<file path="src/hdl/dghq_pkg.sv">
// ----------------------------------------------------------------------------
// dghq_pkg
// Shared constants, codes and controller/datapath interface types for the
// graph hop query engine.
// ----------------------------------------------------------------------------
package dghq_pkg;

   // graph size; node fields are 6 bits, so at most 64 rows ever exist
   localparam int NODES  = 64;
   localparam int ROWS   = 64;
   localparam int ROW_W  = 64;
   localparam int NODE_W = 6;
   localparam int TYPE_W = 3;
   localparam int VALUE_W = 7;
   localparam int POP_STEPS = ROW_W / 8;
   localparam int POP_STEP_W = $clog2(POP_STEPS);

   localparam int LIVE_NODES = (NODES < ROWS) ? NODES : ROWS;
   localparam logic [NODE_W:0] LIVE_NODES_V = (NODE_W + 1)'(LIVE_NODES);
   localparam logic [ROW_W-1:0] LIVE_MASK =
      (LIVE_NODES >= ROW_W) ? {ROW_W{1'b1}}
                            : ((ROW_W'(1) << LIVE_NODES) - ROW_W'(1));
   localparam logic [VALUE_W-1:0] LEVEL_MAX = {VALUE_W{1'b1}};

   // request codes
   localparam logic [TYPE_W-1:0] OP_ADD     = 3'd0;
   localparam logic [TYPE_W-1:0] OP_REMOVE  = 3'd1;
   localparam logic [TYPE_W-1:0] OP_DEGREE  = 3'd2;
   localparam logic [TYPE_W-1:0] OP_TWOHOP  = 3'd3;
   localparam logic [TYPE_W-1:0] OP_DIST    = 3'd4;

   // read address select
   localparam logic [1:0] RD_SEL_A     = 2'd0;
   localparam logic [1:0] RD_SEL_B     = 2'd1;
   localparam logic [1:0] RD_SEL_SWEEP = 2'd2;

   // write row select
   localparam logic WR_SEL_A = 1'b0;
   localparam logic WR_SEL_B = 1'b1;

   // popcount source
   localparam logic POP_SRC_ROW = 1'b0;
   localparam logic POP_SRC_TWO = 1'b1;

   // pending result select
   localparam logic [1:0] RES_ZERO   = 2'd0;
   localparam logic [1:0] RES_NOCONN = 2'd1;
   localparam logic [1:0] RES_LEVEL  = 2'd2;
   localparam logic [1:0] RES_POP    = 2'd3;

   typedef struct packed {
      logic       load;
      logic       rd_en;
      logic [1:0] rd_sel;
      logic       wr_en;
      logic       wr_sel;
      logic       sweep_clr;
      logic       sweep_step;
      logic       th_load;
      logic       bfs_init;
      logic       bfs_advance;
      logic       pop_load;
      logic       pop_src;
      logic       pop_step;
      logic       res_set;
      logic [1:0] res_sel;
      logic       out_load;
   } cmd_type;

   typedef struct packed {
      logic [TYPE_W-1:0] op;
      logic              ok_a;
      logic              ok_b;
      logic              a_eq_b;
      logic              sweep_last;
      logic              frontier_zero;
      logic              hit_b;
      logic              level_max;
      logic              pop_last;
   } status_type;

endpackage

</file>
<file path="src/hdl/dghq_ctrl.sv">
// ----------------------------------------------------------------------------
// dghq_ctrl
// Request sequencer: decodes each request and steps the datapath through
// row updates, row sweeps, search levels and popcounts.
// ----------------------------------------------------------------------------
module dghq_ctrl (
   input  logic                  clock,
   input  logic                  reset,
   input  logic                  req_valid,
   output logic                  req_ready,
   output logic                  rsp_valid,
   input  logic                  rsp_ready,
   input  dghq_pkg::status_type  sts,
   output dghq_pkg::cmd_type     cmd
);

   localparam logic [3:0] S_IDLE      = 4'd0;
   localparam logic [3:0] S_DECODE    = 4'd1;
   localparam logic [3:0] S_WR_A      = 4'd2;
   localparam logic [3:0] S_WR_B      = 4'd3;
   localparam logic [3:0] S_ROW_WAIT  = 4'd4;
   localparam logic [3:0] S_SWEEP     = 4'd5;
   localparam logic [3:0] S_DRAIN     = 4'd6;
   localparam logic [3:0] S_AFTER     = 4'd7;
   localparam logic [3:0] S_BFS_CHECK = 4'd8;
   localparam logic [3:0] S_POP       = 4'd9;
   localparam logic [3:0] S_POP_END   = 4'd10;
   localparam logic [3:0] S_FINISH    = 4'd11;

   logic [3:0] state_ff, state_in;
   logic       rsp_valid_ff, rsp_valid_in;

   always_comb begin
      state_in = state_ff;
      cmd      = '0;
      case (state_ff)
         S_IDLE: begin
            if (req_valid) begin
               cmd.load = 1'b1;
               state_in = S_DECODE;
            end
         end
         S_DECODE: begin
            cmd.rd_sel = dghq_pkg::RD_SEL_A;
            case (sts.op)
               dghq_pkg::OP_ADD, dghq_pkg::OP_REMOVE: begin
                  if (sts.ok_a && sts.ok_b && !sts.a_eq_b) begin
                     cmd.rd_en = 1'b1;
                     state_in  = S_WR_A;
                  end else begin
                     state_in  = S_IDLE;
                  end
               end
               dghq_pkg::OP_DEGREE, dghq_pkg::OP_TWOHOP: begin
                  if (sts.ok_a) begin
                     cmd.rd_en = 1'b1;
                     state_in  = S_ROW_WAIT;
                  end else begin
                     cmd.res_set = 1'b1;
                     cmd.res_sel = dghq_pkg::RES_ZERO;
                     state_in    = S_FINISH;
                  end
               end
               dghq_pkg::OP_DIST: begin
                  if (sts.ok_a && sts.ok_b) begin
                     cmd.bfs_init = 1'b1;
                     state_in     = S_BFS_CHECK;
                  end else begin
                     cmd.res_set = 1'b1;
                     cmd.res_sel = dghq_pkg::RES_NOCONN;
                     state_in    = S_FINISH;
                  end
               end
               default: begin
                  state_in = S_IDLE;
               end
            endcase
         end
         S_WR_A: begin
            cmd.wr_en  = 1'b1;
            cmd.wr_sel = dghq_pkg::WR_SEL_A;
            cmd.rd_en  = 1'b1;
            cmd.rd_sel = dghq_pkg::RD_SEL_B;
            state_in   = S_WR_B;
         end
         S_WR_B: begin
            cmd.wr_en  = 1'b1;
            cmd.wr_sel = dghq_pkg::WR_SEL_B;
            state_in   = S_IDLE;
         end
         S_ROW_WAIT: begin
            if (sts.op == dghq_pkg::OP_DEGREE) begin
               cmd.pop_load = 1'b1;
               cmd.pop_src  = dghq_pkg::POP_SRC_ROW;
               state_in     = S_POP;
            end else begin
               cmd.th_load   = 1'b1;
               cmd.sweep_clr = 1'b1;
               state_in      = S_SWEEP;
            end
         end
         S_SWEEP: begin
            cmd.rd_en      = 1'b1;
            cmd.rd_sel     = dghq_pkg::RD_SEL_SWEEP;
            cmd.sweep_step = 1'b1;
            if (sts.sweep_last) begin
               state_in = S_DRAIN;
            end
         end
         S_DRAIN: begin
            state_in = S_AFTER;
         end
         S_AFTER: begin
            if (sts.op == dghq_pkg::OP_TWOHOP) begin
               cmd.pop_load = 1'b1;
               cmd.pop_src  = dghq_pkg::POP_SRC_TWO;
               state_in     = S_POP;
            end else begin
               cmd.bfs_advance = 1'b1;
               state_in        = S_BFS_CHECK;
            end
         end
         S_BFS_CHECK: begin
            if (sts.frontier_zero || sts.level_max) begin
               cmd.res_set = 1'b1;
               cmd.res_sel = dghq_pkg::RES_NOCONN;
               state_in    = S_FINISH;
            end else if (sts.hit_b) begin
               cmd.res_set = 1'b1;
               cmd.res_sel = dghq_pkg::RES_LEVEL;
               state_in    = S_FINISH;
            end else begin
               cmd.sweep_clr = 1'b1;
               state_in      = S_SWEEP;
            end
         end
         S_POP: begin
            cmd.pop_step = 1'b1;
            if (sts.pop_last) begin
               state_in = S_POP_END;
            end
         end
         S_POP_END: begin
            cmd.res_set = 1'b1;
            cmd.res_sel = dghq_pkg::RES_POP;
            state_in    = S_FINISH;
         end
         S_FINISH: begin
            if (!rsp_valid_ff || rsp_ready) begin
               cmd.out_load = 1'b1;
               state_in     = S_IDLE;
            end
         end
         default: begin
            state_in = S_IDLE;
         end
      endcase
   end

   always_comb begin
      if (cmd.out_load) begin
         rsp_valid_in = 1'b1;
      end else if (rsp_ready) begin
         rsp_valid_in = 1'b0;
      end else begin
         rsp_valid_in = rsp_valid_ff;
      end
   end

   always_ff @(posedge clock) begin
      if (reset) begin
         state_ff     <= S_IDLE;
         rsp_valid_ff <= 1'b0;
      end else begin
         state_ff     <= state_in;
         rsp_valid_ff <= rsp_valid_in;
      end
   end

   assign req_ready = (state_ff == S_IDLE);
   assign rsp_valid = rsp_valid_ff;

endmodule
</file>
<file path="config.mk">
export PLATFORM = sky130hd
export DESIGN_NAME = dghq_ctrl
export DESIGN_NICKNAME = d
export VERILOG_FILES = /design/src/hdl/dghq_pkg.sv /design/src/hdl/dghq_ctrl.sv
export SDC_FILE = /design/constraint.sdc
export NUM_CORES = 1
export LEC_CHECK = 0
export ABC_AREA = 1
export BUFFER_PORTS_ARGS = -buffer_cell sky130_fd_sc_hd__buf_2
export CORE_UTILIZATION = 44
export DETAILED_ROUTE_END_ITERATION = 12
export PLACE_DENSITY = 0.85
export SETUP_SLACK_MARGIN = 0.5
export SYNTH_ARGS = -nofsm -noshare
export SYNTH_HDL_FRONTEND = slang
export SYNTH_SLANG_ARGS = --single-unit
</file>
<file path="constraint.sdc">
create_clock -name clock -period 1.4 [get_ports clock]
set_clock_uncertainty 0.1 [all_clocks]
set_input_delay 0.28 -clock clock [delete_from_list [all_inputs] [get_ports clock]]
set_output_delay 0.28 -clock clock [all_outputs]
set_load 0.02 [all_outputs]
</file>
==> metrics.yaml, run 1 <==
die:
  ioPinCount: 35
  start_util_pct: 49.5
  die_h_um: 41.0
  dieWidth_um: 41.0
  rows: 13
logic_synthesis:
  synthesis.nets: 132
  synthCells: 117
  yosys.area.top_type: "dfxtp_1"
  synth-warning-count: 0
  synth.area.mux_share_pct: 0
  synth_top_family_by_area: "simple AND/OR/NAND/NOR gates"
  ys_seq_elements: 5
  synth_area_per_cell_um2: 5.71
  synth-compound-area-share_pct: 10.7
  synth_area_leaders: "dfxtp_1, nand2_1, nor2_1"
  synth_top_area_share_pct: 15.0
  synth_fa_ha_area_share_pct: 0
  synth_area_um2: 668
  synth-xor-area-share_pct: 0
  yosysSeqAreaShare_pct: 15.0
  yosys.area_share.simple_pct: 59.4
  yosys.cell_types.count: 20
cts:
  cts.htree.levels: 1
  cts_hold_buf: 0
  clock_sinks: 5
  cts_setup_buffers: 7
  cts_buffer_depth: 2
  ctsResizeCount: 52
  cts_root_buffer: "clkbuf_4"
  cts-buffers-inserted: 3
status:
  error_line: "[ERROR DPL-0038] Utilization greater than 100%, impossible to legalize"
  haltStage: "4_1_cts"
  outcome: "stopped before the end"
placement:
  port-buffer-count: 34
  place_congestion: 0.871
  hpwl_um: 1820
[stage by stage]
stage | cells | cell area (um2) | worst slack (ns)
2_1_floorplan | 117 | 790 | -0.0826
3_3_place_gp | 181 | 1080 | -0.0738
3_5_place_dp | 181 | 1080 | -0.0804
[cell usage after synthesis (all sizes together)]
library cell	instances
o21ai	3
nor3	6
inv	19
o211ai	1
dfxtp	5
a21oi	7
nor2	30
buf	3
a31oi	1
nand2	35
nand3	7
[cell families after synthesis]
logic type | count (synthesis)
buffers and inverters | 22
AO/OA/AOI/OAI | 12
AND/OR/NAND/NOR | 78
flip-flops | 5
==> inputs of run 2 (changes only) <==
--- a/config.mk
+++ b/config.mk
@@ -7,10 +7,10 @@
 export LEC_CHECK = 0
 export ABC_AREA = 1
 export BUFFER_PORTS_ARGS = -buffer_cell sky130_fd_sc_hd__buf_2
-export CORE_UTILIZATION = 44
+export CORE_AREA = 2 2 63 65
 export DETAILED_ROUTE_END_ITERATION = 12
-export PLACE_DENSITY = 0.85
-export SETUP_SLACK_MARGIN = 0.5
+export DIE_AREA = 0 0 65 67
+export PLACE_DENSITY_LB_ADDON = 0.15
 export SYNTH_ARGS = -nofsm -noshare
 export SYNTH_HDL_FRONTEND = slang
 export SYNTH_SLANG_ARGS = --single-unit
==> run 2 against run 1 <==
  * The flow now finishes, with violations (negative setup slack)
  * Synthesized cell count unchanged
  * Area after synthesis unchanged
==> metrics.yaml, run 2 <==
route:
  via_per_inst: 3.97
  wl_per_cell_um: 10.4
  drc_errors: 0
  drt_wl_total_um: 2410
  vias: 917
  drtIter0Drc: 20
  ant_nets: 0
  dr.pass1.iters: 4
setup_path:
  cp.arrival_ns: 1.28
  max_stage_delay_ns: 0.37
  critical_path_buf_inv_count: 3
  crit_path_top_delay_cell: "dfxtp_4"
  cp_cell_sequence: "inv_4, nand2_4, nor2_4, inv_2, nor3_2, buf_4"
  critPathMaxFanout: 5
  cp-end-kind: "output pin"
  cp_num_cells: 6
  worst-setup-path-type: "flip-flop to output pin"
  required_ns: 1.02
  crit_family: "simple AND/OR/NAND/NOR gates"
  critPathLaunchType: "flip-flop"
  r2r_cells: 10
power_and_ir_drop:
  power.share.sequential_pct: 19.7
  p_sw_share_pct: 38.7
  combPwrFrac_pct: 51.1
  p_int_mw: 0.572
  switchingPower_mw: 0.362
  peakVddDrop_mv: 0.235
  power_mw: 0.934
  power_leakage_nw: 0.725
  power_frac_clock_pct: 29.2
  power_density_nw_per_um2: 643
cts:
  clock_sinks: 5  # unchanged
  cts.htree.levels: 1  # unchanged
  cts_buffer_depth: 2  # unchanged
  cts_hold_buf: 0  # unchanged
  cts_tree: "done"
  cts-buffers-inserted: 3  # unchanged
  cts_root_buffer: "clkbuf_8"
  clkTransAtPathRegs_ns: 0.04
  clk_latency_ns: 0.22
timing:
  relSlewSlack_pct: 81.5
  worstMarginPinSlew_ns: 0.277
  max_freq_ghz: 0.603
  finalSetupViolations: 22
  fin_crit_sh_pct: 118
  slew_viol_final: 0
  min_period_ns: 1.66
  finalHoldViolCount: 0
  timing.final.ws_setup_ns: -0.257
  timing.hold.ws_ns: 0.186
  rsz0062_at_grt: "true"
final_layout:
  final_cell_mix: "buf_4, nand2_1, buf_6"
  nFillCells: 393
  final_layout_size_suffix_gt1_share_pct: 66.1
  final_common_cell: "buf_4"
  antenna_cells: 0
  area_growth_pct: 117
  multi_input_area_um2: 626
  largest_reg_flops: 4
  largest_register: "state_ff"
  nNetsFinal: 199
  regArea_um2: 115
logic_synthesis:
  yosysMostFrequentCell: "nand2_1"
  synth_top_area_share_pct: 15.0  # unchanged
  synth_area_leaders: "dfxtp_1, nand2_1, nor2_1"
  synth_edf_count: 0  # unchanged
  yosys.cell_types.count: 20  # unchanged
  yosys_most_used_dff: "dfxtp_1"
  synthesis.nets: 132  # unchanged
  yosysSeqAreaShare_pct: 15.0  # unchanged
  yosys.area.top_type: "dfxtp_1"
  synthCells: 117  # unchanged
  ys_seq_elements: 5  # unchanged
  async_flop_share_pct: 0  # unchanged
  synth-warning-count: 0  # unchanged
  synth_area_um2: 668  # unchanged
  synthTopCellsByCount: "nand2_1, nor2_1, inv_1"
  synth_area_per_cell_um2: 5.71  # unchanged
placement:
  port-buffer-count: 34  # unchanged
  place_congestion: 0.741  # -15%
  place_ws_ns: -0.145  # -0.0647 ns
  hpwl_um: 1950  # +6.8%
global_route:
  grt_overflow_total: 0
  grt_pass1_vias: 888
  grt_usage_pct: 11.5
  grt_max_degree: 8
  antenna_found_initial: 0
  grt_pass1_wl_um: 3840
status:
  outcome: "finished with violations"
  violations: "negative setup slack"
die:
  start_util_pct: 18.5  # -31 points
  die_h_um: 67  # +64%
  core_um2: 3610
  ioPinCount: 35  # unchanged
  die_area_um2: 4360
  dieWidth_um: 65  # +59%
  rows: 22  # +9
flow_run:
  maxCapViolCount: 0
min_path:
  min_path_cells: 2
  hold_path_class: "input pin to flip-flop"
run 2: final timing paths:
check	start	endpoint	slack (ns)
worst max-delay path	state_ff[1]	cmd[8]	-0.26
worst min-delay path	reset	state_ff[1]	0.19
worst max register to register	state_ff[3]	state_ff[0]	-0.05
worst min register to register	state_ff[0]	state_ff[0]	0.60
run 2: area by class of cell:
type | instances | area share (%)
clock buffers | 4 | 3.10
flip-flops and latches | 5 | 7.92
well taps | 48 | 4.13
repair buffers | 65 | 36.5
multi-input cells | 90 | 43.1
inverters | 19 | 5.25
run 2: cell families (layout without fill, tap and decap cells):
kind of cell,after synthesis,after routing,synth area share [%]
compound gates,12,12,10.7
buf+inv,22,88,15.0
simple gates,78,78,59.4
flops,5,5,15.0
run 2: per-stage QoR:
stage               utilization [%]  TNS [ns]  instances  instance area (um2)
global route                   40.3     -4.41        231                 1450
finish                         40.3     -3.06        231                 1450
CTS                            38.4     -3.06        229                 1390
global placement               29.9    -0.958        219                 1080
detailed placement             29.9     -1.17        219                 1080
floorplan                         -    -0.135        117                  701
run 2: layer usage:
metal / part of all wire [%] / track usage (%)
met3: 3.5 / 2.20
met2: 51 / 20.4
met1: 45 / 14.3
met4: 0.58 / 2.39
met5: 0 / 0
run 2: worst register-to-register path, delay by kind of cell, from the launching register on:
kind                   cells  cell delay (ns)
AND/OR/NAND/NOR            6             0.43
flip-flops                 1             0.41
buffers and inverters      3             0.32
AO/OA/AOI/OAI              1             0.12
run 2: timing repair:
| action | in CTS | in global routing |
|---|---|---|
| pin swaps | 9 | 2 |
| endpoints found under the setup margin | 22 | 22 |
| gates resized for setup | 62 | 13 |
| setup buffers | 6 | 2 |
run 2: power by group through the flow:
stage | logic [mW] | clock network (mW) | registers (mW)
after global routing | 0.516 | 0.290 | 0.186
after global placement | 0.361 | 0 | 0.179
after detailed placement | 0.360 | 0 | 0.181
after CTS | 0.450 | 0.278 | 0.182
after floorplan | 0.234 | 0 | 0.167
final | 0.477 | 0.273 | 0.184
(Power assumes the default switching activity.)
